## src/wfv_pkg.sv

```systemverilog
// ============================================================================
// wfv_pkg
// Shared widths, codes, gains and the CORDIC arctangent table of the
// waypoint follower.
// ============================================================================
`default_nettype none

package wfv_pkg;

    localparam int ROUTE_DEPTH_DEF  = 1024;
    localparam int CORDIC_STEPS_DEF = 16;

    localparam int CW  = 40;   // coordinate width
    localparam int DW  = 41;   // coordinate difference width
    localparam int AB  = 16;   // angle and angular speed width
    localparam int SW  = 15;   // linear speed width
    localparam int EW  = 18;   // heading error width
    localparam int ZW  = 22;   // CORDIC angle accumulator, Q.16
    localparam int PW  = 35;   // signed product register width
    localparam int QW  = 30;   // square root operand width
    localparam int RW  = 15;   // square root result width

    localparam logic [1:0] OP_CLEAR  = 2'd0;
    localparam logic [1:0] OP_APPEND = 2'd1;
    localparam logic [1:0] OP_POSE   = 2'd2;

    localparam logic [1:0] ST_LOADED   = 2'd0;
    localparam logic [1:0] ST_DRIVING  = 2'd1;
    localparam logic [1:0] ST_FINISHED = 2'd2;
    localparam logic [1:0] ST_STOPPED  = 2'd3;

    localparam logic [2:0] REG_SKIP     = 3'd0;
    localparam logic [2:0] REG_ARRIVE   = 3'd1;
    localparam logic [2:0] REG_DEADBAND = 3'd2;
    localparam logic [2:0] REG_TURN     = 3'd3;
    localparam logic [2:0] REG_LIN_LIM  = 3'd4;
    localparam logic [2:0] REG_ANG_LIM  = 3'd5;
    localparam logic [2:0] REG_GAIN     = 3'd6;
    localparam logic [2:0] REG_PATROL   = 3'd7;

    localparam logic signed [ZW-1:0] PI_Q16     = ZW'(205887);
    localparam logic signed [EW-1:0] PI_Q13     = EW'(25736);
    localparam logic signed [EW-1:0] TWO_PI_Q13 = EW'(51472);

    localparam logic signed [PW-1:0] K_STEP     = PW'(19661);
    localparam logic signed [PW-1:0] K_ANG_DAMP = PW'(52429);
    localparam logic signed [PW-1:0] K_LIN_DAMP = PW'(58982);

    localparam logic [SW-1:0] MIN_SPEED = SW'(1229);
    localparam logic [63:0]   NEAR_SQ   = 64'd1681;

    function automatic logic signed [ZW-1:0] atan_q16(input logic [4:0] i);
        logic signed [ZW-1:0] v;
        unique case (i)
            5'd0:    v = ZW'(51472);
            5'd1:    v = ZW'(30386);
            5'd2:    v = ZW'(16055);
            5'd3:    v = ZW'(8150);
            5'd4:    v = ZW'(4091);
            5'd5:    v = ZW'(2047);
            5'd6:    v = ZW'(1024);
            5'd7:    v = ZW'(512);
            5'd8:    v = ZW'(256);
            5'd9:    v = ZW'(128);
            5'd10:   v = ZW'(64);
            5'd11:   v = ZW'(32);
            5'd12:   v = ZW'(16);
            5'd13:   v = ZW'(8);
            5'd14:   v = ZW'(4);
            5'd15:   v = ZW'(2);
            5'd16:   v = ZW'(1);
            default: v = '0;
        endcase
        return v;
    endfunction

endpackage

`default_nettype wire

```

## src/wfv_isqrt.sv

```systemverilog
// ============================================================================
// wfv_isqrt
// Digit-by-digit integer square root, one result bit a cycle.
// ============================================================================
`default_nettype none

module wfv_isqrt
    import wfv_pkg::*;
(
    input  wire logic          i_clk,
    input  wire logic          i_rst_n,
    input  wire logic          i_start,
    input  wire logic [QW-1:0] i_value,
    output logic               o_done,
    output logic [RW-1:0]      o_root
);

    logic          r_busy, r_done;
    logic [QW-1:0] r_v, r_r, r_bit;
    logic [QW:0]   w_sum;

    assign w_sum = {1'b0, r_r} + {1'b0, r_bit};

    always_ff @(posedge i_clk) begin
        if (!i_rst_n) begin
            r_busy <= 1'b0;
            r_done <= 1'b0;
        end else begin
            r_done <= 1'b0;
            if (!r_busy) begin
                if (i_start) begin
                    r_v    <= i_value;
                    r_r    <= '0;
                    r_bit  <= QW'(1) << (QW - 2);
                    r_busy <= 1'b1;
                end
            end else begin
                if ({1'b0, r_v} >= w_sum) begin
                    r_v <= r_v - w_sum[QW-1:0];
                    r_r <= (r_r >> 1) + r_bit;
                end else begin
                    r_r <= r_r >> 1;
                end
                r_bit <= r_bit >> 2;
                if (r_bit == QW'(1)) begin
                    r_busy <= 1'b0;
                    r_done <= 1'b1;
                end
            end
        end
    end

    assign o_done = r_done;
    assign o_root = r_r[RW-1:0];

endmodule

`default_nettype wire

```

## config.mk

```make
export PLATFORM = sky130hd
export DESIGN_NAME = wfv_isqrt
export DESIGN_NICKNAME = d
export VERILOG_FILES = /design/src/wfv_pkg.sv /design/src/wfv_isqrt.sv
export SDC_FILE = /design/constraint.sdc
export NUM_CORES = 1
export LEC_CHECK = 0
export ABC_AREA = 1
export BUFFER_PORTS_ARGS = -buffer_cell sky130_fd_sc_hd__buf_4
export CORE_ASPECT_RATIO = 0.7
export CORE_MARGIN = 2
export CORE_UTILIZATION = 47
export CTS_BUF_LIST = sky130_fd_sc_hd__clkbuf_8
export CTS_CLUSTER_SIZE = 25
export DETAILED_ROUTE_END_ITERATION = 10
export PLACE_DENSITY = 0.74
export SKIP_CTS_REPAIR_TIMING = 1
export SKIP_LAST_GASP = 1
export SLEW_MARGIN = 15
export SYNTH_ARGS = -nofsm -noshare
export SYNTH_HDL_FRONTEND = slang
export SYNTH_SLANG_ARGS = --single-unit
```

## constraint.sdc

```tcl
create_clock -name i_clk -period 7.7 [get_ports i_clk]
set_input_delay 1.54 -clock i_clk [delete_from_list [all_inputs] [get_ports i_clk]]
set_output_delay 1.54 -clock i_clk [all_outputs]
set_load 0.05 [all_outputs]
```

==> metrics.cfg, run 1 <==
[clock_tree]
clock_path_buffers=2
htreeDepth=3
cts_tree=done
cts_root_buf=clkbuf_8
numCtsBuffers=9
cts.sinks=77
worst_skew_pair.late_latency_ns=0.37
clk_pin_slew_ns=0.09

[route]
met1_length_mm=11.6
drt_iter0_drc=884
highest_layer=met4
vias_per_cell=5.49
routed-wl-met2_mm=9.03
drtPass1Iterations=8
wl_met3_mm=2.28
ant_nets=0
drc_errors=0
drt-wirelength-per-cell_um=16.2
wl_mm=23.1
vias=7803

[logic_synthesis]
synth_area_per_cell_sq_um=6.81
async_flop_share_pct=0
yosys.area_share.simple_pct=32.5
yosys-top-cells-area=edfxtp_1 28%, nand2_1 17%, ha_1 9.8%
synth_fp_nets=1263
synth_common_cells=354 x nand2_1, 143 x inv_1, 96 x nor2_1
ys_ff_latch=77
yosysMostFrequentCell=nand2_1
synth-main-ff-cell=edfxtp_1
synth_top_family_by_area=simple AND/OR/NAND/NOR gates
syn_area_sq_um=7950
synth-compound-area-share_pct=11.9
yosysTopAreaCell=edfxtp_1
yosys.area_share.xor_xnor_pct=6.72
synthDistinctLibCells=46
ys_seq_area_share_pct=28.8
synth_mux_area_share_pct=0
yosys_warnings=0
synth-adder-area-share_pct=10.0
synth_edf_count=75
syn_inst=1167
synth_top_area_share_pct=28.3

[timing]
post-route-min-period_ns=5.12
setup_ws_ns=2.58
slew_violations=0
hold_viol_final=0
slew_headroom_pct=54.4
worst_pin_slew_ns=0.684
timing.final.crit_share_pct=66.5
clock-skew-final_ns=0.0103
fmax_mhz=195
setup_viol=0
grt_setup_unrepaired=no
fin_setup_tns_ns=0

[critical_path]
cp.arrival_ns=5.15
worstPathRequired_ns=7.73
rrSetupSlack_ns=2.58
start_kind=register
cp_max_fo=32
crit_type=register to register
critPathCaptureType=register

[final_layout]
syn2layout_area_growth_pct=7.76
finalNonFillerCells=1421
drive_gt1_share_pct=7.78
diodes=0
nNetsFinal=1287
final_area_sq_um=8570
post-route-util_pct=52.1

[placement]
place.gp.congestion=1.02
placed_area_sq_um=8390
place_inst=1405
dp_slack_ns=2.68
port_buffers=48
place_hpwl_mm=18.2

[die]
io_pins=49
rows=39
die_y_um=113
die_x_um=159
core_sq_um=16400
die_area_sq_um=18000
start_util_pct=48.3

[grt]
grt_pass1_vias=6926
grt_max_degree=61
track_usage_pct=25.6
grt_pass1_wl_mm=36.7
overflow=0
antenna_found_initial=0

[min_path]
hold_path.class=register to register

[status]
status=finished, final reports clean

[pwr]
p_per_area_nw_per_um2=196
leakagePower_nw=4.05
ir_worst_vdd_uv=76.1

[job]
cap_violations=0

## registers in the layout, indices dropped and copies added, names as in the netlist
signal and count:
r_r 30, r_v 30, r_bit 15, o_done 1
r_busy 1
## logic make-up (layout without fill, tap and decap cells)
group                    Yosys count  count (layout)
AND/OR/NAND/NOR                  608             608
XOR/XNOR                          61              61
flip-flops                        77              77
AO/OA/AOI/OAI                    170             170
buffers and inverters            188             217
adder cells (fa/ha/maj)           63              63
## power breakdown
group / leakage, nW / switching, mW / total [mW] / internal [mW]
Clock: 0.0797 / 0.177 / 0.295 / 0.118
Combinational: 3.23 / 0.542 / 0.819 / 0.277
Sequential: 0.743 / 0.0463 / 0.564 / 0.517
Total: 4.05 / 0.765 / 1.68 / 0.913
## worst max-delay path, cell delays in order, from the launching register on
cell and delay, ns:
edfxtp_1 0.54, ha_1 0.42, nand2_1 0.11, nor2_1 0.24
nand3_1 0.11, nand2_1 0.07, inv_1 0.04, nand2_1 0.16
a21oi_1 0.15, o21ai_0 0.31, nand2_1 0.12, nand3_1 0.08
nand2_1 0.07, ha_1 0.44, nand2_1 0.09, inv_1 0.06
nand3_1 0.08, nor2_1 0.23, nand2_1 0.10, nand2_1 0.07
nand2_1 0.05, nand2_1 0.07, nand2_2 0.19, nand3_4 0.41
o21ai_1 0.11, inv_1 0.08, buf_4 0.37
## metal layers
layer,vias up,global-route usage (%)
met1,3536,40.9
met4,0,4.18
met5,-,0
met3,19,5.10
met2,344,35.6
li1,3904,-
## path summary, 6_finish.rpt
| check | startpoint | to | depth (start not counted) |
|---|---|---|---|
| max | r_r[10]$_SDFFCE_PN0P_ | r_v[24]$_DFFE_PP_ | 26 |
| min | r_bit[16]$_SDFFCE_PN0P_ | r_bit[14]$_SDFFCE_PN0P_ | 2 |
| max reg2reg | r_r[10]$_SDFFCE_PN0P_ | r_v[24]$_DFFE_PP_ | 26 |
| min reg2reg | r_bit[16]$_SDFFCE_PN0P_ | r_bit[14]$_SDFFCE_PN0P_ | 2 |
## final cells by class
cell class | instances | area, sq um
Fill cell | 1689 | 7880
Multi-Input combinational cell | 902 | 4860
Sequential cell | 77 | 2290
Inverter | 148 | 556
Timing Repair Buffer | 53 | 398
Tap cell | 225 | 282
Clock buffer | 9 | 124
Clock inverter | 7 | 51.3
## cells in the final DEF (no fill, tap or decap), types with 6 or more instances in the layout
master / n
o21bai_1: 9
ha_1: 62
nand2_1: 354
nor3_1: 19
nand4_1: 28
xor2_1: 33
xnor2_1: 28
or2_2: 6
a21oi_1: 69
buf_4: 53
o21ai_0: 54
edfxtp_1: 75
o21ai_1: 9
clkbuf_8: 9
inv_1: 144
nor2_1: 95
nand3_1: 84
## through the flow
step           total power, mW  hold slack, ns
6_report                  1.68           0.618
5_1_grt                   1.79           0.656
4_1_cts                   1.66           0.621
3_5_place_dp              1.37           0.601
3_3_place_gp              1.36           0.595
2_1_floorplan             1.18           0.540
No activity file was read; power rests on OpenSTA's default activity.
==> run 2: changes to the inputs <==
Clock period 7.7 ns to 5.1 ns, I/O delays scaled along.
==> metrics.cfg, run 2 (synthesis gave the netlist of run 1 again) <==
[timing]
fin_setup_tns_ns=0  ; unchanged
setup_viol=0  ; unchanged
slew_violations=0  ; unchanged
timing.final.crit_share_pct=89.6  ; was 66.5%
grt_setup_unrepaired=no  ; unchanged
clock-skew-final_ns=0.0163  ; was 0.0103 ns
fmax_mhz=219  ; was 195 MHz
hold_ws_ns=0.616  ; was 0.618 ns
hold_viol_final=0  ; unchanged
slew_headroom_pct=26.2  ; was 54.4%
worst_pin_slew_ns=1.11  ; was 0.684 ns
setup_ws_ns=0.531  ; was 2.58 ns
post-route-min-period_ns=4.57  ; was 5.12 ns

[pwr]
p_int_mw=1.53  ; was 913 uW
clkPwrFrac_pct=21.9  ; was 17.6%
comb_power_share_pct=46.0  ; was 48.8%
seq_power_share_pct=32.1  ; was 33.6%
total_power_mw=2.68  ; was 1.68 mW
ir_worst_vdd_uv=140  ; was 76.1 uV
power.switching_mw=1.15  ; was 765 uW
p_per_area_nw_per_um2=309  ; was 196 nW/um^2
leakagePower_nw=4.10  ; was 4.05 nW
switching_share_pct=42.8  ; was 45.6%

[die]
die_area_sq_um=18000  ; unchanged
die_y_um=113  ; unchanged
die_x_um=159  ; unchanged
io_pins=49  ; unchanged
core_sq_um=16400  ; unchanged
start_util_pct=48.3  ; unchanged
rows=39  ; unchanged

[min_path]
hold_path.class=register to register  ; unchanged
min_to=r_bit[8]$_SDFFCE_PN0P_  ; was r_bit[14]$_SDFFCE_PN0P_
whs_path_depth=2  ; unchanged
min_from=r_bit[10]$_SDFFCE_PN0P_  ; was r_bit[16]$_SDFFCE_PN0P_

[route]
vias=7829  ; was 7,803
drtPass1Iterations=6  ; was 8
drc_errors=0  ; unchanged
ant_nets=0  ; unchanged
drt-wirelength-per-cell_um=16.2  ; about the same
wl_mm=23.0  ; was 23.1 mm
vias_per_cell=5.51  ; was 5.49
drt_iter0_drc=1008  ; was 884

[placement]
place.gp.congestion=1.01  ; was 1.02
place_hpwl_mm=18.2  ; about the same
place_inst=1406  ; was 1,405
dp_slack_ns=0.628  ; was 2.68 ns
placed_area_sq_um=8410  ; was 8390 sq um
port_buffers=48  ; unchanged

[critical_path]
cp.arrival_ns=4.64  ; was 5.15 ns
cp_common_cell=nand2_1  ; unchanged
critPathCaptureType=register  ; unchanged
timing.rr.end=r_v[28]$_DFFE_PP_  ; was r_v[24]$_DFFE_PP_
worst_path_dominant_cell_family=simple AND/OR/NAND/NOR gates  ; unchanged
worstPathRequired_ns=5.17  ; was 7.73 ns
cp_max_fo=30  ; was 32
slowest_stage=edfxtp_1  ; unchanged
slowest_delay_ns=0.52  ; was 0.54 ns
rrSetupSlack_ns=0.53  ; was 2.58 ns
path_buf_inv=4  ; unchanged
start_kind=register  ; unchanged
worst-r2r-cell-count=26  ; unchanged
crit_type=register to register  ; unchanged
r2r_start=r_r[12]$_SDFFCE_PN0P_  ; was r_r[10]$_SDFFCE_PN0P_

[final_layout]
diodes=0  ; unchanged
nNetsFinal=1288  ; was 1,287
final_area_sq_um=8650  ; was 8570 sq um
finalNonFillerCells=1422  ; was 1,421
drive_gt1_share_pct=7.85  ; was 7.78%
final_cell_mix=354 x nand2_1, 144 x inv_1, 95 x nor2_1  ; unchanged
final_common_cell=nand2_1  ; unchanged
post-route-util_pct=52.6  ; was 52.1%
syn2layout_area_growth_pct=8.83  ; was 7.76%
reg_top3=r_r: 30 flops, r_v: 30 flops, r_bit: 15 flops  ; unchanged
final.fill_count=1619  ; was 1,689

[clock_tree]
cts_root_buf=clkbuf_8  ; unchanged
cts.sinks=77  ; unchanged
htreeDepth=3  ; unchanged
clock_path_buffers=2  ; unchanged
worst_skew_pair.late_latency_ns=0.38  ; was 0.37 ns
clk_pin_slew_ns=0.08  ; was 0.09 ns
numCtsBuffers=9  ; unchanged
cts_tree=done  ; unchanged

[grt]
overflow=0  ; unchanged
grt_pass1_vias=6992  ; was 6,926
grt_pass1_wl_mm=36.7  ; about the same
track_usage_pct=25.4  ; was 25.6%
antenna_found_initial=0  ; unchanged
grt_max_degree=61  ; unchanged

[job]
cap_violations=0  ; unchanged

[status]
status=finished, final reports clean  ; unchanged

==> run 2: changes by cell type in the layout (fill, tap and decap cells not counted) <==
cell,change
clkinv_4,+2
clkinv_2,+1
inv_6,-2
bufinv_16,+3
clkinvlp_4,-4
buf_12,+1
==> run 2: layout make-up <==
class	instances	area [sq um]	area share (%)
Clock inverter	7	116	1.34
Tap cell	225	282	3.25
Inverter	148	556	6.42
Sequential cell	77	2290	26.5
Multi-Input combinational cell	902	4860	56.2
Timing Repair Buffer	54	418	4.83
Clock buffer	9	124	1.43
==> run 2: metal layers <==
metal,part of all wire (%),track usage [%],routed length [um],up-vias
li1,-,-,-,3914
met1,50,39.9,11400,3538
met2,39,35.5,9070,357
met3,10,5.98,2340,20
met4,0.80,4.30,184,0
met5,0,0,0,-
==> run 2: power groups by stage <==
stage | clock network (mW) | logic [mW] | registers (mW)
finish | 0.587 | 1.23 | 0.858
detailed placement | 0 | 1.20 | 0.872
global placement | 0 | 1.19 | 0.870
CTS | 0.591 | 1.21 | 0.857
global route | 0.612 | 1.37 | 0.866
floorplan | 0 | 0.945 | 0.832
==> run 2: worst register-to-register path, cell delays in order, from the launching register on <==
cell and delay (ns):
edfxtp_1 0.52, ha_1 0.43, nand2_1 0.12, nor2_1 0.24
nand3_1 0.12, nand2_1 0.08, inv_1 0.03, nand2_1 0.13
a21oi_1 0.13, o21ai_0 0.30, nand2_1 0.12, nand3_1 0.09
nand2_1 0.07, ha_1 0.42, nand2_1 0.08, inv_1 0.06
nand3_1 0.08, nor2_1 0.23, nand2_1 0.10, nand2_1 0.07
nand2_1 0.05, nand2_1 0.07, nand2_2 0.07, nand3_4 0.21
o21ai_1 0.10, inv_1 0.13, buf_12 0.21
==> run 2: worst max-delay path by stage <==
stage | start | slack (ns) | cells past startpoint | end
finish | r_r[12]$_SDFFCE_PN0P_ | 0.53 | 26 | r_v[28]$_DFFE_PP_
global route | r_r[12]$_SDFFCE_PN0P_ | 0.08 | 26 | r_r[27]$_SDFFCE_PN0P_
CTS | r_r[12]$_SDFFCE_PN0P_ | 0.62 | 26 | r_v[17]$_DFFE_PP_
detailed placement | r_r[12]$_SDFFCE_PN0P_ | 0.63 | 26 | r_v[28]$_DFFE_PP_
global placement | r_r[10]$_SDFFCE_PN0P_ | 0.65 | 26 | r_v[29]$_DFFE_PP_
floorplan | r_r[6]$_SDFFCE_PN0P_ | 0.82 | 24 | r_v[0]$_DFFE_PP_
